## src/sv/mur3_pkg.sv

```systemverilog
// Shared types, constants and helper functions for the streamed MurmurHash3 block.
// Depends on nothing; every other file refers to it by scoped names.
package mur3_pkg;

    localparam logic [31:0] SEED_RESET = 32'd12600123;
    localparam logic [31:0] MUL_C1     = 32'hcc9e2d51;
    localparam logic [31:0] MUL_C2     = 32'h1b873593;
    localparam logic [31:0] ADD_N      = 32'he6546b64;
    localparam logic [31:0] FIN_M1     = 32'h85ebca6b;
    localparam logic [31:0] FIN_M2     = 32'hc2b2ae35;

    typedef enum logic [1:0] {
        KIND_NONE,
        KIND_TAIL,
        KIND_FULL
    } chunk_kind_t;

    typedef struct packed {
        logic [31:0] scr;
        chunk_kind_t kind;
        logic [2:0]  nbytes;
        logic        last;
    } q_entry_t;

    typedef struct packed {
        logic full;
    } q_push_t;

    function automatic logic [31:0] rotl32(input logic [31:0] v, input logic [4:0] r);
        rotl32 = (v << r) | (v >> (6'd32 - {1'b0, r}));
    endfunction

endpackage

```

## src/sv/murmur3_32_stream_hash.sv

```systemverilog
// Top level of the streamed MurmurHash3 x86_32 block.
// Instantiates mur3_front, mur3_queue and mur3_back; uses mur3_pkg.
//
// The block takes one 32-bit key chunk per cycle unless in_stall holds it, and gives one hash
// for each chunk marked last. The key is hashed as a MurmurHash3 x86_32 key with the seed
// register as its initial value. The running-hash update in the back part is a loop on
// run_reg, and that loop sets the sustained rate of one chunk per cycle when nothing stalls.
// A hash passes two front multiply stages, the queue, and three finaliser stages ahead of
// the output register. Writing the seed abandons any key in progress; the user must make a
// write only while the block is idle, and the block itself does not enforce this.
module murmur3_32_stream_hash #(
    parameter int QUEUE_DEPTH = 4
)
(
    input  logic        clk,
    input  logic        rst_n,
    input  logic [31:0] chunk,
    input  logic [2:0]  chunk_bytes,
    input  logic        last,
    input  logic        in_valid,
    output logic        in_stall,
    output logic [31:0] hash,
    output logic        out_valid,
    input  logic        out_stall,
    input  logic        cfg_valid,
    output logic        cfg_ready,
    input  logic [31:0] cfg_data
);

    mur3_pkg::q_entry_t push_entry;
    mur3_pkg::q_entry_t head;
    mur3_pkg::q_push_t  q_status;
    logic               push_valid;
    logic               head_valid;
    logic               pop;

    mur3_front u_front
    (
        .clk         (clk),
        .rst_n       (rst_n),
        .chunk       (chunk),
        .chunk_bytes (chunk_bytes),
        .last        (last),
        .in_valid    (in_valid),
        .in_stall    (in_stall),
        .push_entry  (push_entry),
        .q_status_in (q_status),
        .push_valid  (push_valid)
    );

    mur3_queue #(
        .DEPTH (QUEUE_DEPTH)
    ) u_queue
    (
        .clk        (clk),
        .rst_n      (rst_n),
        .push_entry (push_entry),
        .push_valid (push_valid),
        .q_status   (q_status),
        .head       (head),
        .head_valid (head_valid),
        .pop        (pop)
    );

    mur3_back u_back
    (
        .clk        (clk),
        .rst_n      (rst_n),
        .head       (head),
        .head_valid (head_valid),
        .pop        (pop),
        .cfg_valid  (cfg_valid),
        .cfg_ready  (cfg_ready),
        .cfg_data   (cfg_data),
        .hash       (hash),
        .out_valid  (out_valid),
        .out_stall  (out_stall)
    );

endmodule

```

## src/sv/mur3_front.sv

```systemverilog
// Front part: accepts key chunks, classifies them and scrambles the key word.
// Two registered multiply stages feed the queue; uses mur3_pkg.
module mur3_front
(
    input  logic               clk,
    input  logic               rst_n,
    input  logic [31:0]        chunk,
    input  logic [2:0]         chunk_bytes,
    input  logic               last,
    input  logic               in_valid,
    output logic               in_stall,
    output mur3_pkg::q_entry_t push_entry,
    input  mur3_pkg::q_push_t  q_status_in,
    output logic               push_valid
);

    logic                  a_v_reg, a_v_next;
    logic [31:0]           a_prod_reg;
    mur3_pkg::chunk_kind_t a_kind_reg;
    logic [2:0]            a_nb_reg;
    logic                  a_last_reg;

    logic                  b_v_reg, b_v_next;
    logic [31:0]           b_scr_reg;
    mur3_pkg::chunk_kind_t b_kind_reg;
    logic [2:0]            b_nb_reg;
    logic                  b_last_reg;

    logic                  a_ready;
    logic                  b_ready;
    logic [2:0]            eff_nb;
    logic [31:0]           masked;
    mur3_pkg::chunk_kind_t kind;

    assign b_ready  = !b_v_reg || !q_status_in.full;
    assign a_ready  = !a_v_reg || b_ready;
    assign in_stall = !a_ready;

    always_comb
    begin
        if (!last || chunk_bytes > 3'd4)
        begin
            eff_nb = 3'd4;
        end
        else
        begin
            eff_nb = chunk_bytes;
        end
        case (eff_nb)
            3'd0:
            begin
                kind   = mur3_pkg::KIND_NONE;
                masked = 32'h0;
            end
            3'd1:
            begin
                kind   = mur3_pkg::KIND_TAIL;
                masked = chunk & 32'h0000_00ff;
            end
            3'd2:
            begin
                kind   = mur3_pkg::KIND_TAIL;
                masked = chunk & 32'h0000_ffff;
            end
            3'd3:
            begin
                kind   = mur3_pkg::KIND_TAIL;
                masked = chunk & 32'h00ff_ffff;
            end
            default:
            begin
                kind   = mur3_pkg::KIND_FULL;
                masked = chunk;
            end
        endcase
    end

    always_comb
    begin
        a_v_next = a_v_reg;
        b_v_next = b_v_reg;
        if (a_ready)
        begin
            a_v_next = in_valid;
        end
        if (b_ready)
        begin
            b_v_next = a_v_reg;
        end
    end

    always_ff @(posedge clk or negedge rst_n)
    begin
        if (!rst_n)
        begin
            a_v_reg <= 1'b0;
            b_v_reg <= 1'b0;
        end
        else
        begin
            a_v_reg <= a_v_next;
            b_v_reg <= b_v_next;
        end
    end

    always_ff @(posedge clk)
    begin
        if (a_ready)
        begin
            a_prod_reg <= masked * mur3_pkg::MUL_C1;
            a_kind_reg <= kind;
            a_nb_reg   <= eff_nb;
            a_last_reg <= last;
        end
        if (b_ready)
        begin
            b_scr_reg  <= mur3_pkg::rotl32(a_prod_reg, 5'd15) * mur3_pkg::MUL_C2;
            b_kind_reg <= a_kind_reg;
            b_nb_reg   <= a_nb_reg;
            b_last_reg <= a_last_reg;
        end
    end

    assign push_valid        = b_v_reg && !q_status_in.full;
    assign push_entry.scr    = b_scr_reg;
    assign push_entry.kind   = b_kind_reg;
    assign push_entry.nbytes = b_nb_reg;
    assign push_entry.last   = b_last_reg;

endmodule

```

## src/sv/mur3_queue.sv

```systemverilog
// Short register queue between the front and back parts.
// Holds scrambled chunk entries of type mur3_pkg::q_entry_t.
module mur3_queue #(
    parameter int DEPTH = 4
)
(
    input  logic               clk,
    input  logic               rst_n,
    input  mur3_pkg::q_entry_t push_entry,
    input  logic               push_valid,
    output mur3_pkg::q_push_t  q_status,
    output mur3_pkg::q_entry_t head,
    output logic               head_valid,
    input  logic               pop
);

    localparam int PW = $clog2(DEPTH);
    localparam int CW = $clog2(DEPTH + 1);

    mur3_pkg::q_entry_t slots_reg [DEPTH];
    logic [PW-1:0] wr_ptr_reg, wr_ptr_next;
    logic [PW-1:0] rd_ptr_reg, rd_ptr_next;
    logic [CW-1:0] count_reg, count_next;
    logic          do_pop;

    assign head_valid    = count_reg != '0;
    assign head          = slots_reg[rd_ptr_reg];
    assign do_pop        = pop && head_valid;
    assign q_status.full = count_reg == CW'(DEPTH);

    always_comb
    begin
        wr_ptr_next = wr_ptr_reg;
        rd_ptr_next = rd_ptr_reg;
        count_next  = count_reg;
        if (push_valid)
        begin
            wr_ptr_next = (wr_ptr_reg == PW'(DEPTH - 1)) ? '0 : wr_ptr_reg + 1'b1;
        end
        if (do_pop)
        begin
            rd_ptr_next = (rd_ptr_reg == PW'(DEPTH - 1)) ? '0 : rd_ptr_reg + 1'b1;
        end
        if (push_valid && !do_pop)
        begin
            count_next = count_reg + 1'b1;
        end
        else if (!push_valid && do_pop)
        begin
            count_next = count_reg - 1'b1;
        end
    end

    always_ff @(posedge clk or negedge rst_n)
    begin
        if (!rst_n)
        begin
            wr_ptr_reg <= '0;
            rd_ptr_reg <= '0;
            count_reg  <= '0;
        end
        else
        begin
            wr_ptr_reg <= wr_ptr_next;
            rd_ptr_reg <= rd_ptr_next;
            count_reg  <= count_next;
        end
    end

    always_ff @(posedge clk)
    begin
        if (push_valid)
        begin
            slots_reg[wr_ptr_reg] <= push_entry;
        end
    end

endmodule

```

## src/sv/mur3_back.sv

```systemverilog
// Back part: running hash and length update, seed register and fmix32 finaliser.
// Takes entries from mur3_queue and drives the hash output; uses mur3_pkg.
module mur3_back
(
    input  logic               clk,
    input  logic               rst_n,
    input  mur3_pkg::q_entry_t head,
    input  logic               head_valid,
    output logic               pop,
    input  logic               cfg_valid,
    output logic               cfg_ready,
    input  logic [31:0]        cfg_data,
    output logic [31:0]        hash,
    output logic               out_valid,
    input  logic               out_stall
);

    logic [31:0] seed_reg, seed_next;
    logic [31:0] run_reg, run_next;
    logic [31:0] len_reg, len_next;
    logic        f1_v_reg, f1_v_next;
    logic        f2_v_reg, f2_v_next;
    logic        f3_v_reg, f3_v_next;
    logic        out_v_reg, out_v_next;
    logic [31:0] f1_x_reg;
    logic [31:0] f2_x_reg;
    logic [31:0] f3_x_reg;
    logic [31:0] out_x_reg;

    logic        f1_ready, f2_ready, f3_ready, out_ready;
    logic [31:0] h_mix;
    logic [31:0] h_rot;
    logic [31:0] len_sum;
    logic [31:0] f1_sh;
    logic [31:0] f2_sh;
    logic        cfg_write;

    assign cfg_ready = 1'b1;
    assign cfg_write = cfg_valid && cfg_ready;

    assign out_ready = !out_v_reg || !out_stall;
    assign f3_ready  = !f3_v_reg || out_ready;
    assign f2_ready  = !f2_v_reg || f3_ready;
    assign f1_ready  = !f1_v_reg || f2_ready;
    assign pop       = head_valid && (!head.last || f1_ready);

    assign h_rot   = mur3_pkg::rotl32(run_reg ^ head.scr, 5'd13);
    assign len_sum = len_reg + {29'd0, head.nbytes};
    assign f1_sh   = f1_x_reg ^ (f1_x_reg >> 16);
    assign f2_sh   = f2_x_reg ^ (f2_x_reg >> 13);

    always_comb
    begin
        case (head.kind)
            mur3_pkg::KIND_FULL: h_mix = (h_rot << 2) + h_rot + mur3_pkg::ADD_N;
            mur3_pkg::KIND_TAIL: h_mix = run_reg ^ head.scr;
            default:             h_mix = run_reg;
        endcase
    end

    always_comb
    begin
        seed_next  = seed_reg;
        run_next   = run_reg;
        len_next   = len_reg;
        f1_v_next  = f1_v_reg;
        f2_v_next  = f2_v_reg;
        f3_v_next  = f3_v_reg;
        out_v_next = out_v_reg;
        if (cfg_write)
        begin
            seed_next = cfg_data;
            run_next  = cfg_data;
            len_next  = 32'd0;
        end
        else if (pop)
        begin
            if (head.last)
            begin
                run_next = seed_reg;
                len_next = 32'd0;
            end
            else
            begin
                run_next = h_mix;
                len_next = len_sum;
            end
        end
        if (f1_ready)
        begin
            f1_v_next = pop && head.last;
        end
        if (f2_ready)
        begin
            f2_v_next = f1_v_reg;
        end
        if (f3_ready)
        begin
            f3_v_next = f2_v_reg;
        end
        if (out_ready)
        begin
            out_v_next = f3_v_reg;
        end
    end

    always_ff @(posedge clk or negedge rst_n)
    begin
        if (!rst_n)
        begin
            seed_reg  <= mur3_pkg::SEED_RESET;
            run_reg   <= mur3_pkg::SEED_RESET;
            len_reg   <= 32'd0;
            f1_v_reg  <= 1'b0;
            f2_v_reg  <= 1'b0;
            f3_v_reg  <= 1'b0;
            out_v_reg <= 1'b0;
        end
        else
        begin
            seed_reg  <= seed_next;
            run_reg   <= run_next;
            len_reg   <= len_next;
            f1_v_reg  <= f1_v_next;
            f2_v_reg  <= f2_v_next;
            f3_v_reg  <= f3_v_next;
            out_v_reg <= out_v_next;
        end
    end

    always_ff @(posedge clk)
    begin
        if (f1_ready)
        begin
            f1_x_reg <= h_mix ^ len_sum;
        end
        if (f2_ready)
        begin
            f2_x_reg <= f1_sh * mur3_pkg::FIN_M1;
        end
        if (f3_ready)
        begin
            f3_x_reg <= f2_sh * mur3_pkg::FIN_M2;
        end
        if (out_ready)
        begin
            out_x_reg <= f3_x_reg ^ (f3_x_reg >> 16);
        end
    end

    assign hash      = out_x_reg;
    assign out_valid = out_v_reg;

endmodule

```

## config.mk

```make
export PLATFORM = sky130hd
export DESIGN_NAME = murmur3_32_stream_hash
export DESIGN_NICKNAME = d
export VERILOG_FILES = /design/src/sv/mur3_pkg.sv /design/src/sv/murmur3_32_stream_hash.sv /design/src/sv/mur3_front.sv /design/src/sv/mur3_queue.sv /design/src/sv/mur3_back.sv
export SDC_FILE = /design/constraint.sdc
export NUM_CORES = 2
export LEC_CHECK = 0
export BUFFER_PORTS_ARGS = -buffer_cell sky130_fd_sc_hd__clkbuf_2
export CAP_MARGIN = 20
export CORE_MARGIN = 2
export CORE_UTILIZATION = 65
export DETAILED_ROUTE_END_ITERATION = 16
export PLACE_DENSITY = 0.82
export SLEW_MARGIN = 15
export SYNTH_ARGS = -nofsm -noshare
export SYNTH_HDL_FRONTEND = slang
export SYNTH_SLANG_ARGS = --single-unit
```

## constraint.sdc

```tcl
create_clock -name clk -period 13.1 [get_ports clk]
set_clock_uncertainty 0.05 [all_clocks]
set_input_delay 3.93 -clock clk [delete_from_list [all_inputs] [get_ports clk]]
set_output_delay 3.93 -clock clk [all_outputs]
set_load 0.01 [all_outputs]
```

==> results.toml <==
[status]
status = "complete, no violations"

[detailed_routing]
drtIter0Drc = 2440
first_pass_iters = 8
drc = 0
vias = 35630
drt-total-wl_mm = 132
antenna_left = 0
wire_per_inst_um = 21.4
vias_per_cell = 5.76

[clocking]
cts_tree = "done"
clk_pin_slew_worst_paths_ns = 0.06
clk_latency_ns = 0.64
clock_path_buffers = 3
cts.sinks = 459
htree_levels = 2
cts.repair.resized = 0
root_buffer = "clkbuf_16"
postCtsSetupBuffers = 0
numCtsBuffers = 49
hold_buffers = 0

[sta]
drv_slew = 0
finalSetupTns_ns = 0
rsz0062_at_grt = "false"
worst_pin_slew_ns = 1.26
fin_crit_ns = 11.07
slew-limit-headroom = 0.161
setup_viol = 0
finalHoldViolations = 0
fmax_mhz = 90.3
period_share = 0.845

[synth]
synth_warnings = 0
ys_seq_area_frac = 0.244
synthCells = 4942
syn_area_per_cell_sq_um = 11.0
synth.top_cells.by_area = "fa_1 27%, edfxtp_1 19%, ha_1 19%"
yosysTopAreaCell = "fa_1"
ys_top_cells_by_count = "1282 x inv_1, 830 x ha_1, 728 x fa_1"
synthesis.area_sq_um = 54300
synth_top_area_frac = 0.268
async_flop_share = 0.237
syn-num-nets = 6573
synth.most_common_cell = "inv_1"
synth_edf_count = 350
synth_cell_type_count = 81
synth_ff_type = "edfxtp_1"
ys_seq_elements = 459

[placement]
dp_hpwl_mm = 110
portBuffers = 106
gp_congestion = 0.998

[floorplan]
dieArea_sq_um = 85900
initial_utilization = 0.653
chipWidth_um = 293
coreArea_sq_um = 83200
die_y_um = 293
rows = 106
num_io_pins = 108

[worst_setup_path]
crit_arrival_ns = 11.40
crit_family = "adder cells"
worstSetupEndpointType = "flop"
cp_common_cell = "ha_1"
path_cells = "clkbuf_2 > nand2b_1 > or3_1 > and2_1 > ha_1 > xor2_1 > ha_1 > a21o_1 > fa_1 > fa_1 > fa_1 > ha_1 > fa_1 > ha_1 > ha_1 > and3_1 > a221oi_1 > o221a_2 > o21ai_0 > o31ai_1 > o2bb2ai_1 > o21ai_0 > a31oi_1 > xnor2_1"
cp_slowest_cell = "or3_1"
path_class = "in2reg"
worstPathMaxFanout = 15
worst_path_largest_cell_delay_ns = 0.61
crit_path_start_kind = "primary input"
crit_required_ns = 13.43
crit_buf_inv = 1

[job]
max-cap-violations = 0

[global_routing]
antenna_found_initial = 0
grtUsageTotal = 0.319
overflow = 0
grt_first_pass_wirelength_mm = 210
grt_max_degree = 96
grt_pass1_vias = 38542

[final_layout]
layout-drive-gt1-share = 0.0666
largest_reg_flops = 148
syn_to_final_growth_pct = 6.67
diodes = 0
final_nets = 6697

[hold_path]
min_path_type = "reg2reg"
layer usage:
layer,part of all wire,routed length [um],track usage
met1,0.38,50800,0.394
met4,0.052,6820,0.140
met3,0.060,7920,0.0435
met2,0.50,66900,0.562
met5,0,0,0
area by class of cell:
class | count | area, sq um
inverter | 1285 | 4820
clock inverter | 32 | 444
clock buffer | 59 | 1290
fill | 5882 | 25200
sequential | 459 | 13300
tap | 1080 | 1350
timing repair buffer | 137 | 786
multi-input combinational | 3134 | 36000
cell usage in the layout, fill, tap and decap left out, types with 11 or more instances in the layout:
master,count
dfrtp_1,88
and3_1,26
nor2_1,162
clkbuf_2,104
clkbuf_16,49
nand2_1,151
buf_4,31
mux2_2,34
a211oi_1,36
xnor2_1,269
inv_1,1282
mux4_2,36
mux2i_1,27
o21a_1,25
nor3_1,38
a31oi_1,18
xor2_1,135
o31ai_1,20
nand3_1,48
a21oi_1,138
a221oi_1,12
o21bai_1,14
a21o_1,54
o221ai_1,14
edfxtp_1,350
nand2b_1,22
o21ai_0,135
and2_1,21
dfstp_2,20
nand4_1,11
fa_1,728
ha_1,829
worst paths after layout:
kind                                          start                endpoint  slack [ns]  cells after the start
worst max-delay path                 chunk_bytes[2]  u_front.a_prod_reg[31]        2.03                     24
worst min-delay path                u_back.f3_v_reg        u_back.out_valid        0.38                      1
worst max register to register  u_back.f2_x_reg[19]     u_back.f3_x_reg[30]        4.79                     22
worst min register to register      u_back.f3_v_reg        u_back.out_valid        0.38                      1
max in group asynchronous                     rst_n   u_queue.rd_ptr_reg[0]        8.39                      2
min in group asynchronous                     rst_n      u_back.len_reg[25]        3.31                      1
logic make-up (layout without fill, tap and decap cells):
group                      Yosys count  after routing  synth area share
AOI/OAI and AO/OA                  553            553            0.0664
buffers and inverters             1349           1513            0.0939
and+or+nand+nor                    520            520            0.0438
muxes                               97             97            0.0269
adders and majority gates         1558           1558             0.459
other                                1              1         0.0000690
xor gates and xnor gates           405            405            0.0654
DFF                                459            459             0.244
through the flow:
step | instances | utilization | worst slack, ns | hold slack [ns] | cell area [sq um]
floorplan | 4942 | - | 2.70 | 0.350 | 54300
global placement | 6094 | 0.676 | 1.63 | 0.355 | 56200
detailed placement | 6094 | 0.676 | 1.54 | 0.359 | 56200
CTS | 6185 | 0.697 | 2.19 | 0.366 | 57900
global route | 6186 | 0.697 | 1.61 | 0.391 | 58000
finish | 6186 | 0.697 | 2.03 | 0.377 | 58000
Power is left out: the tool's default activity adds up to more than one toggle a clock period on the data nets, which glitch-free logic cannot reach.
